File: config.mk
export PLATFORM = sky130hd
export DESIGN_NAME = gradient_ramp_sampler
export DESIGN_NICKNAME = d
export VERILOG_FILES = /design/src/rtl/grs_pkg.sv /design/src/rtl/gradient_ramp_sampler.sv
export SDC_FILE = /design/constraint.sdc
export NUM_CORES = 1
export LEC_CHECK = 0
export ABC_CLOCK_PERIOD_IN_PS = 8950
export BUFFER_PORTS_ARGS = -buffer_cell sky130_fd_sc_hd__buf_4
export CORE_MARGIN = 8
export CORE_UTILIZATION = 63
export DETAILED_ROUTE_END_ITERATION = 16
export HOLD_SLACK_MARGIN = 0.03
export PLACE_DENSITY = 0.88
export SLEW_MARGIN = 40
export SYNTH_ARGS = -nofsm -noshare
export SYNTH_HDL_FRONTEND = slang
export SYNTH_SLANG_ARGS = --single-unit
export TNS_END_PERCENT = 100
File: constraint.sdc
create_clock -name aclk -period 8.95 [get_ports aclk]
set_input_delay 0.4475 -clock aclk [delete_from_list [all_inputs] [get_ports aclk]]
set_output_delay 0.4475 -clock aclk [all_outputs]
set_load 0.03 [all_outputs]
File: src/rtl/grs_pkg.sv
`timescale 1ns / 1ps
// ----------------------------------------------------------------------------
// grs_pkg: shared types and constants of the gradient ramp sampler
// Table geometry, field widths, request codes and the sequencer state type.
// ----------------------------------------------------------------------------
package grs_pkg;

    localparam int MAX_STOPS  = 15;
    localparam int ADDR_W     = $clog2(MAX_STOPS);
    localparam int MEM_DEPTH  = 2 ** ADDR_W;

    localparam int COUNT_W    = 4;
    localparam int INDEX_W    = 4;
    localparam int RATIO_W    = 8;
    localparam int CHAN_W     = 8;
    localparam int NUM_CHAN   = 4;
    localparam int COLOR_W    = CHAN_W * NUM_CHAN;

    localparam int FRAC_SHIFT = 16;
    localparam int DIV_STEPS  = FRAC_SHIFT + 1;
    localparam int DIV_CNT_W  = $clog2(DIV_STEPS);
    localparam int REM_W      = RATIO_W + 1;
    localparam int DIFF_W     = CHAN_W + 1;
    localparam int ACC_W      = DIFF_W + DIV_STEPS;
    localparam int STEP_W     = ACC_W - FRAC_SHIFT;

    localparam logic REQ_WRITE  = 1'b0;
    localparam logic REQ_SAMPLE = 1'b1;

    typedef enum logic [2:0] {
        ST_IDLE,
        ST_SCAN,
        ST_DIV,
        ST_FIN,
        ST_DONE
    } state_t;

endpackage

File: src/rtl/gradient_ramp_sampler.sv
`timescale 1ns / 1ps
// ----------------------------------------------------------------------------
// gradient_ramp_sampler: multi-stop color gradient lookup
// Write beat: taken while idle, ready again on the next cycle, no result.
// Sample beat: scans the stops in order (1 to stop_count of them), then runs a
// bit-serial division and a finish step when it interpolates; the result waits
// until the output register is free, and the next beat is taken once it moves.
// Reset: sequencer idle, no result pending, stop_count = 1; table unchanged.
// ----------------------------------------------------------------------------
module gradient_ramp_sampler (
    input  logic                             aclk,
    input  logic                             aresetn,

    input  logic                             cfg_valid,
    output logic                             cfg_ready,
    input  logic [grs_pkg::COUNT_W-1:0]      cfg_data,

    input  logic                             s_valid,
    output logic                             s_ready,
    input  logic                             s_req_type,
    input  logic [grs_pkg::INDEX_W-1:0]      s_stop_index,
    input  logic [grs_pkg::RATIO_W-1:0]      s_stop_ratio,
    input  logic [grs_pkg::COLOR_W-1:0]      s_stop_color,
    input  logic [grs_pkg::RATIO_W-1:0]      s_sample_ratio,

    output logic                             m_valid,
    input  logic                             m_ready,
    output logic [grs_pkg::COLOR_W-1:0]      m_sample_color
);

    grs_pkg::state_t state_reg;
    grs_pkg::state_t state_next;

    logic [grs_pkg::COUNT_W-1:0]   stop_count_reg;
    logic                          m_valid_reg;
    logic [grs_pkg::COLOR_W-1:0]   m_color_reg;

    logic [grs_pkg::RATIO_W-1:0]   ratio_mem [grs_pkg::MEM_DEPTH];
    logic [grs_pkg::COLOR_W-1:0]   color_mem [grs_pkg::MEM_DEPTH];
    logic [grs_pkg::RATIO_W-1:0]   rd_ratio_reg;
    logic [grs_pkg::COLOR_W-1:0]   rd_color_reg;
    logic [grs_pkg::ADDR_W-1:0]    rd_addr;

    logic [grs_pkg::RATIO_W-1:0]   pos_reg;
    logic [grs_pkg::ADDR_W-1:0]    idx_reg;
    logic [grs_pkg::ADDR_W-1:0]    last_idx_reg;
    logic [grs_pkg::ADDR_W-1:0]    last_idx_calc;
    logic [grs_pkg::RATIO_W-1:0]   prev_ratio_reg;
    logic [grs_pkg::COLOR_W-1:0]   prev_color_reg;
    logic [grs_pkg::COLOR_W-1:0]   result_reg;

    logic [grs_pkg::RATIO_W-1:0]   span_reg;
    logic [grs_pkg::REM_W-1:0]     rem_reg;
    logic [grs_pkg::REM_W-1:0]     rem_sub;
    logic                          div_bit;
    logic [grs_pkg::DIV_CNT_W-1:0] div_cnt_reg;

    logic signed [grs_pkg::DIFF_W-1:0] diff_reg [grs_pkg::NUM_CHAN];
    logic signed [grs_pkg::ACC_W-1:0]  acc_reg  [grs_pkg::NUM_CHAN];
    logic [grs_pkg::COLOR_W-1:0]       lerp_color;

    logic in_beat;
    logic wr_beat;
    logic smp_beat;
    logic out_free;

    logic scan_first;
    logic scan_below;
    logic scan_hit;
    logic scan_interp;
    logic scan_last;

    int count_eff;

    assign in_beat  = s_valid && s_ready;
    assign wr_beat  = in_beat && (s_req_type == grs_pkg::REQ_WRITE);
    assign smp_beat = in_beat && (s_req_type == grs_pkg::REQ_SAMPLE);
    assign out_free = !m_valid_reg || m_ready;

    always_comb begin
        count_eff = int'(stop_count_reg);
        if (count_eff < 1) begin
            count_eff = 1;
        end
        if (count_eff > grs_pkg::MAX_STOPS) begin
            count_eff = grs_pkg::MAX_STOPS;
        end
        last_idx_calc = grs_pkg::ADDR_W'(count_eff - 1);
    end

    assign scan_first  = (idx_reg == '0);
    assign scan_below  = scan_first && (pos_reg < rd_ratio_reg);
    assign scan_hit    = !scan_first && (rd_ratio_reg >= pos_reg);
    assign scan_interp = scan_hit && (rd_ratio_reg > prev_ratio_reg)
                         && (pos_reg >= prev_ratio_reg);
    assign scan_last   = (idx_reg == last_idx_reg);

    assign div_bit = (rem_reg >= {1'b0, span_reg});
    assign rem_sub = div_bit ? (rem_reg - {1'b0, span_reg}) : rem_reg;

    always_comb begin
        for (int k = 0; k < grs_pkg::NUM_CHAN; k++) begin
            lerp_color[k*grs_pkg::CHAN_W +: grs_pkg::CHAN_W] =
                grs_pkg::CHAN_W'(
                    $signed({{(grs_pkg::STEP_W-grs_pkg::CHAN_W){1'b0}},
                             prev_color_reg[k*grs_pkg::CHAN_W +: grs_pkg::CHAN_W]})
                    + acc_reg[k][grs_pkg::ACC_W-1:grs_pkg::FRAC_SHIFT]);
        end
    end

    // next state
    always_comb begin
        state_next = state_reg;
        unique case (state_reg)
            grs_pkg::ST_IDLE: begin
                if (smp_beat) begin
                    state_next = grs_pkg::ST_SCAN;
                end
            end
            grs_pkg::ST_SCAN: begin
                if (scan_below) begin
                    state_next = grs_pkg::ST_DONE;
                end else if (scan_hit) begin
                    state_next = scan_interp ? grs_pkg::ST_DIV : grs_pkg::ST_DONE;
                end else if (scan_last) begin
                    state_next = grs_pkg::ST_DONE;
                end
            end
            grs_pkg::ST_DIV: begin
                if (div_cnt_reg == grs_pkg::DIV_CNT_W'(grs_pkg::DIV_STEPS - 1)) begin
                    state_next = grs_pkg::ST_FIN;
                end
            end
            grs_pkg::ST_FIN: begin
                state_next = grs_pkg::ST_DONE;
            end
            grs_pkg::ST_DONE: begin
                if (out_free) begin
                    state_next = grs_pkg::ST_IDLE;
                end
            end
            default: begin
                state_next = grs_pkg::ST_IDLE;
            end
        endcase
    end

    // outputs
    always_comb begin
        s_ready   = 1'b0;
        cfg_ready = 1'b1;
        rd_addr   = idx_reg + 1'b1;
        unique case (state_reg)
            grs_pkg::ST_IDLE: begin
                s_ready = 1'b1;
                rd_addr = '0;
            end
            grs_pkg::ST_SCAN,
            grs_pkg::ST_DIV,
            grs_pkg::ST_FIN,
            grs_pkg::ST_DONE: begin
                s_ready = 1'b0;
            end
            default: begin
                s_ready = 1'b0;
            end
        endcase
    end

    assign m_valid        = m_valid_reg;
    assign m_sample_color = m_color_reg;

    always_ff @(posedge aclk) begin
        if (!aresetn) begin
            state_reg      <= grs_pkg::ST_IDLE;
            stop_count_reg <= grs_pkg::COUNT_W'(1);
            m_valid_reg    <= 1'b0;
        end else begin
            state_reg <= state_next;
            if (cfg_valid && cfg_ready) begin
                stop_count_reg <= cfg_data;
            end
            if (state_reg == grs_pkg::ST_DONE && out_free) begin
                m_valid_reg <= 1'b1;
            end else if (m_ready) begin
                m_valid_reg <= 1'b0;
            end
        end
    end

    always_ff @(posedge aclk) begin
        if (state_reg == grs_pkg::ST_DONE && out_free) begin
            m_color_reg <= result_reg;
        end
    end

    // stop table
    always_ff @(posedge aclk) begin
        if (wr_beat && (32'(s_stop_index) < grs_pkg::MAX_STOPS)) begin
            ratio_mem[grs_pkg::ADDR_W'(s_stop_index)] <= s_stop_ratio;
            color_mem[grs_pkg::ADDR_W'(s_stop_index)] <= s_stop_color;
        end
        rd_ratio_reg <= ratio_mem[rd_addr];
        rd_color_reg <= color_mem[rd_addr];
    end

    // scan, divide and accumulate
    always_ff @(posedge aclk) begin
        case (state_reg)
            grs_pkg::ST_IDLE: begin
                if (smp_beat) begin
                    pos_reg      <= s_sample_ratio;
                    last_idx_reg <= last_idx_calc;
                    idx_reg      <= '0;
                end
            end
            grs_pkg::ST_SCAN: begin
                if (scan_below) begin
                    result_reg <= rd_color_reg;
                end else if (scan_hit) begin
                    result_reg  <= prev_color_reg;
                    span_reg    <= rd_ratio_reg - prev_ratio_reg;
                    rem_reg     <= {1'b0, pos_reg - prev_ratio_reg};
                    div_cnt_reg <= '0;
                    for (int k = 0; k < grs_pkg::NUM_CHAN; k++) begin
                        diff_reg[k] <= $signed({1'b0,
                            rd_color_reg[k*grs_pkg::CHAN_W +: grs_pkg::CHAN_W]})
                            - $signed({1'b0,
                            prev_color_reg[k*grs_pkg::CHAN_W +: grs_pkg::CHAN_W]});
                        acc_reg[k]  <= '0;
                    end
                end else begin
                    prev_ratio_reg <= rd_ratio_reg;
                    prev_color_reg <= rd_color_reg;
                    result_reg     <= rd_color_reg;
                    idx_reg        <= idx_reg + 1'b1;
                end
            end
            grs_pkg::ST_DIV: begin
                rem_reg     <= {rem_sub[grs_pkg::REM_W-2:0], 1'b0};
                div_cnt_reg <= div_cnt_reg + 1'b1;
                for (int k = 0; k < grs_pkg::NUM_CHAN; k++) begin
                    acc_reg[k] <= (acc_reg[k] <<< 1)
                                  + (div_bit ? grs_pkg::ACC_W'(diff_reg[k])
                                             : grs_pkg::ACC_W'(0));
                end
            end
            grs_pkg::ST_FIN: begin
                result_reg <= lerp_color;
            end
            default: begin
            end
        endcase
    end

    a_sample_starts_scan: assert property (@(posedge aclk) disable iff (!aresetn)
        smp_beat |=> state_reg == grs_pkg::ST_SCAN)
        else $error("sample beat did not start the stop scan");

    a_write_stays_idle: assert property (@(posedge aclk) disable iff (!aresetn)
        wr_beat |=> state_reg == grs_pkg::ST_IDLE)
        else $error("write beat left the sequencer busy");

    a_div_count_bound: assert property (@(posedge aclk) disable iff (!aresetn)
        state_reg == grs_pkg::ST_DIV
            |-> div_cnt_reg < grs_pkg::DIV_CNT_W'(grs_pkg::DIV_STEPS))
        else $error("divider ran past its last quotient bit");

    a_done_loads_output: assert property (@(posedge aclk) disable iff (!aresetn)
        state_reg == grs_pkg::ST_DONE && out_free
            |=> m_valid_reg && state_reg == grs_pkg::ST_IDLE)
        else $error("finished result was not moved to the output register");

endmodule
==> run_results.csv <==
group,metric,value,unit
run_status,status,"complete, no violations",
min_path,hold_path_depth,3,
min_path,hp-start,"cfg_data[2]",
timing,holdWs,0.0740,ns
drt,wl_per_cell,24.1,um
timing,timing.final.crit_share,56.4,%
power_and_ir_drop,finalPower,13.1,mW
worst_setup_path,crit_type,"reg -> reg",
worst_setup_path,crit_fanout,40,
worst_setup_path,reg2reg_slack,3.90,ns
place,post_dp_cell_area,46000,um^2
worst_setup_path,cp-start-kind,"flop",
die,core_area,69500,um^2
grt,gr-max-usage-layer,"met2",
cells_and_area,final_util,70.9,%
die,die_w,280,um
run,drv_cap,0,
timing,period_needed,5.05,ns
worst_setup_path,cp_cell_sequence,"inv_1 -> ha_1 -> nand2b_1 -> a2111o_1 -> nand4_1 -> nand2_1 -> buf_4 -> and2_1 -> ha_1 -> inv_1 -> fa_1 -> nor2b_1 -> o31ai_1 -> a21oi_1 -> nand2b_1 -> a2111oi_0 -> o21a_1 -> nor3_1",
synthesis,yosysSeqAreaShare,64.6,%
synthesis,yosys.cell_types.count,73,
clock_network,clkSinkCount,962,
worst_setup_path,slowest_delay,0.67,ns
timing,rsz0062_at_grt,"false",
synthesis,syn_avg_cell_area,13.8,um^2
power_and_ir_drop,p_leak,17.7,nW
die,dieHeight,280,um
cells_and_area,stdcell_area,49300,um^2
power_and_ir_drop,power_density,266,nW/um^2
drt,drc,0,
cells_and_area,multi_input_area,14800,um^2
die,rows,97,
grt,grt_use_met3,4.71,%
drt,via_per_inst,6.51,
cells_and_area,syn_to_final_growth,12.1,%
synthesis,yosysMostFrequentCell,"edfxtp_1",
timing,fmax,0.198,GHz
grt,grt_max_degree,160,
clock_network,clk_pin_slew,0.06,ns
worst_setup_path,crit_path_end_kind,"flop",
drt,routed_wl,105000,um
place,dp.cells,4158,
timing,setup_viol,0,
grt,overflow,0,
drt,drtPass1Iterations,8,
drt,drt-initial-drc-count,3186,
clock_network,cts_resized,0,
worst_setup_path,required,9.33,ns
synthesis,ys_async_sr_fraction,0,%
cells_and_area,fillers,4077,
clock_network,clockRootBuffer,"clkbuf_16",
synthesis,synthCells,3191,
worst_setup_path,rr_startpoint,"rem_reg[0]",
synthesis,synth_seq_cells,962,
clock_network,cts_htree_levels,3,
synthesis,synthTopCellsByArea,"edfxtp_1 62%, mux2i_1 4.1%, ha_1 3.6%",
timing,timing.clock.skew,0.0330,ns
synthesis,synth-edff-count,914,
min_path,hp-class,"in -> reg",
die,initial_utilization,63.2,%
place,dp_worst_setup_slack,4.11,ns
cells_and_area,drive_gt1_share,12.6,%
timing,slew_violations,0,
grt,met2_usage,43.7,%
grt,grt_use_met1,32.5,%
power_and_ir_drop,ir_drop,191,uV
min_path,min_to,"stop_count_reg[2]",
cells_and_area,fin_nets,3529,
synthesis,netlist_area,44000,um^2
place,dp_hpwl,60900,um
worst_setup_path,critPathArrivalTime,5.43,ns
timing,finalWorstSetupSlack,3.90,ns
clock_network,clk_latency,0.66,ns
cells_and_area,register_area,28400,um^2
grt,grt_pass1_vias,28186,
synthesis,synth_top_area_share,62.4,%
synthesis,yosys-top-cells-count,"914 x edfxtp_1, 256 x nand2_1, 182 x mux2i_1",
die,die_area,78500,um^2
worst_setup_path,critPathSlowestCell,"a2111oi_0",
timing,totalNegativeSetupSlack,0,ns
worst_setup_path,rr_endpoint,"acc_reg[1][21]",
grt,grt_usage,25.9,%
synthesis,yosys.area.top_type,"edfxtp_1",
drt,routed-via-count,28292,
synthesis,synth_flop_cell,"edfxtp_1",
grt,grt_pass1_wl,159000,um
clock_network,cts_tree,"built",
timing,tightest_slew,0.939,ns
cells_and_area,largest_reg_flops,512,
place,io_buffers,95,
die,ioPinCount,97,
clock_network,clk_path_buf_depth,3,
cells_and_area,stdcell_count,4349,
worst_setup_path,critPathLaunch,"rem_reg[0]",
grt,antenna_found_initial,6,
drt,detail-route-antenna-nets,0,
worst_setup_path,worstRegToRegCells,18,
place,place.gp.congestion,0.931,
clock_network,numCtsBuffers,94,
timing,hold_violations,0,
synthesis,yosysWarnings,0,
timing,relSlewSlack,37.0,%
-- worst max path at each step --
stage,endpoint,slack [ns]
after floorplan,acc_reg[0][0],1.21
after global placement,acc_reg[3][23],4.20
after detailed placement,acc_reg[1][21],4.11
after CTS,acc_reg[1][21],4.07
after global routing,acc_reg[1][23],3.60
final,acc_reg[1][21],3.90
-- routing by layer --
layer,wire length [um],up-vias
li1,-,12435
met1,38400,13715
met2,51800,1816
met3,10400,324
met4,4330,2
met5,11,-
-- what timing repair did --
| item | 4_1_cts | 5_1_grt |
|---|---|---|
| setup buffers | 0 | 0 |
| hold buffers | 11 | 0 |
| hold endpoints to repair | 10 | 0 |
-- layout make-up --
class | instances | area share, %
Sequential cell | 962 | 57.6
Multi-Input combinational cell | 1982 | 30.0
Clock buffer | 112 | 5.01
Timing Repair Buffer | 153 | 2.65
Tap cell | 940 | 2.38
Clock inverter | 61 | 1.29
Inverter | 134 | 1.02
Antenna cell | 5 | 0.0254
-- cells by family (layout without fill, tap and decap cells) --
family | Yosys count | after routing | share of synthesized area [%]
AOI/OAI and AO/OA | 580 | 580 | 9.10
buffers and inverters | 286 | 460 | 2.54
xor gates and xnor gates | 122 | 122 | 2.43
other | 2 | 46 | 0.0171
muxes | 282 | 282 | 7.73
adders and majority gates | 140 | 140 | 4.24
DFF | 962 | 962 | 64.6
and+or+nand+nor | 817 | 817 | 9.34
-- where the power goes --
part	switching (mW)	leakage [nW]	internal [mW]
Sequential	0.262	8.73	5.46
Combinational	2.01	7.43	1.36
Clock	1.73	1.51	2.28
Total	4.00	17.7	9.09
-- worst max-delay path, delay by kind of cell (launching register included) --
kind            cells  cell delay (ns)
flops               1             0.40
simple gates        7             1.12
compound gates      5             2.19
fa+ha+maj           3             0.62
buf+inv             3             0.41
-- layout by cell type (no fill, tap or decap), drive strengths merged, types with 41 or more instances in the layout --
cell type / synthesis / layout
a211oi: 136 / 136
edfxtp: 914 / 914
a21oi: 116 / 116
xnor2: 89 / 89
clkinv: 0 / 43
nor2: 130 / 130
clkbuf: 117 / 113
mux2: 60 / 60
o21ai: 65 / 65
ha: 125 / 125
conb: 2 / 41
buf: 35 / 141
mux2i: 182 / 182
nand2: 256 / 256
nor3: 57 / 57
inv: 134 / 137
dfxtp: 48 / 48
nand3: 44 / 44
nor2b: 114 / 114
a31oi: 43 / 43
No activity file was read; power rests on OpenSTA's default activity.
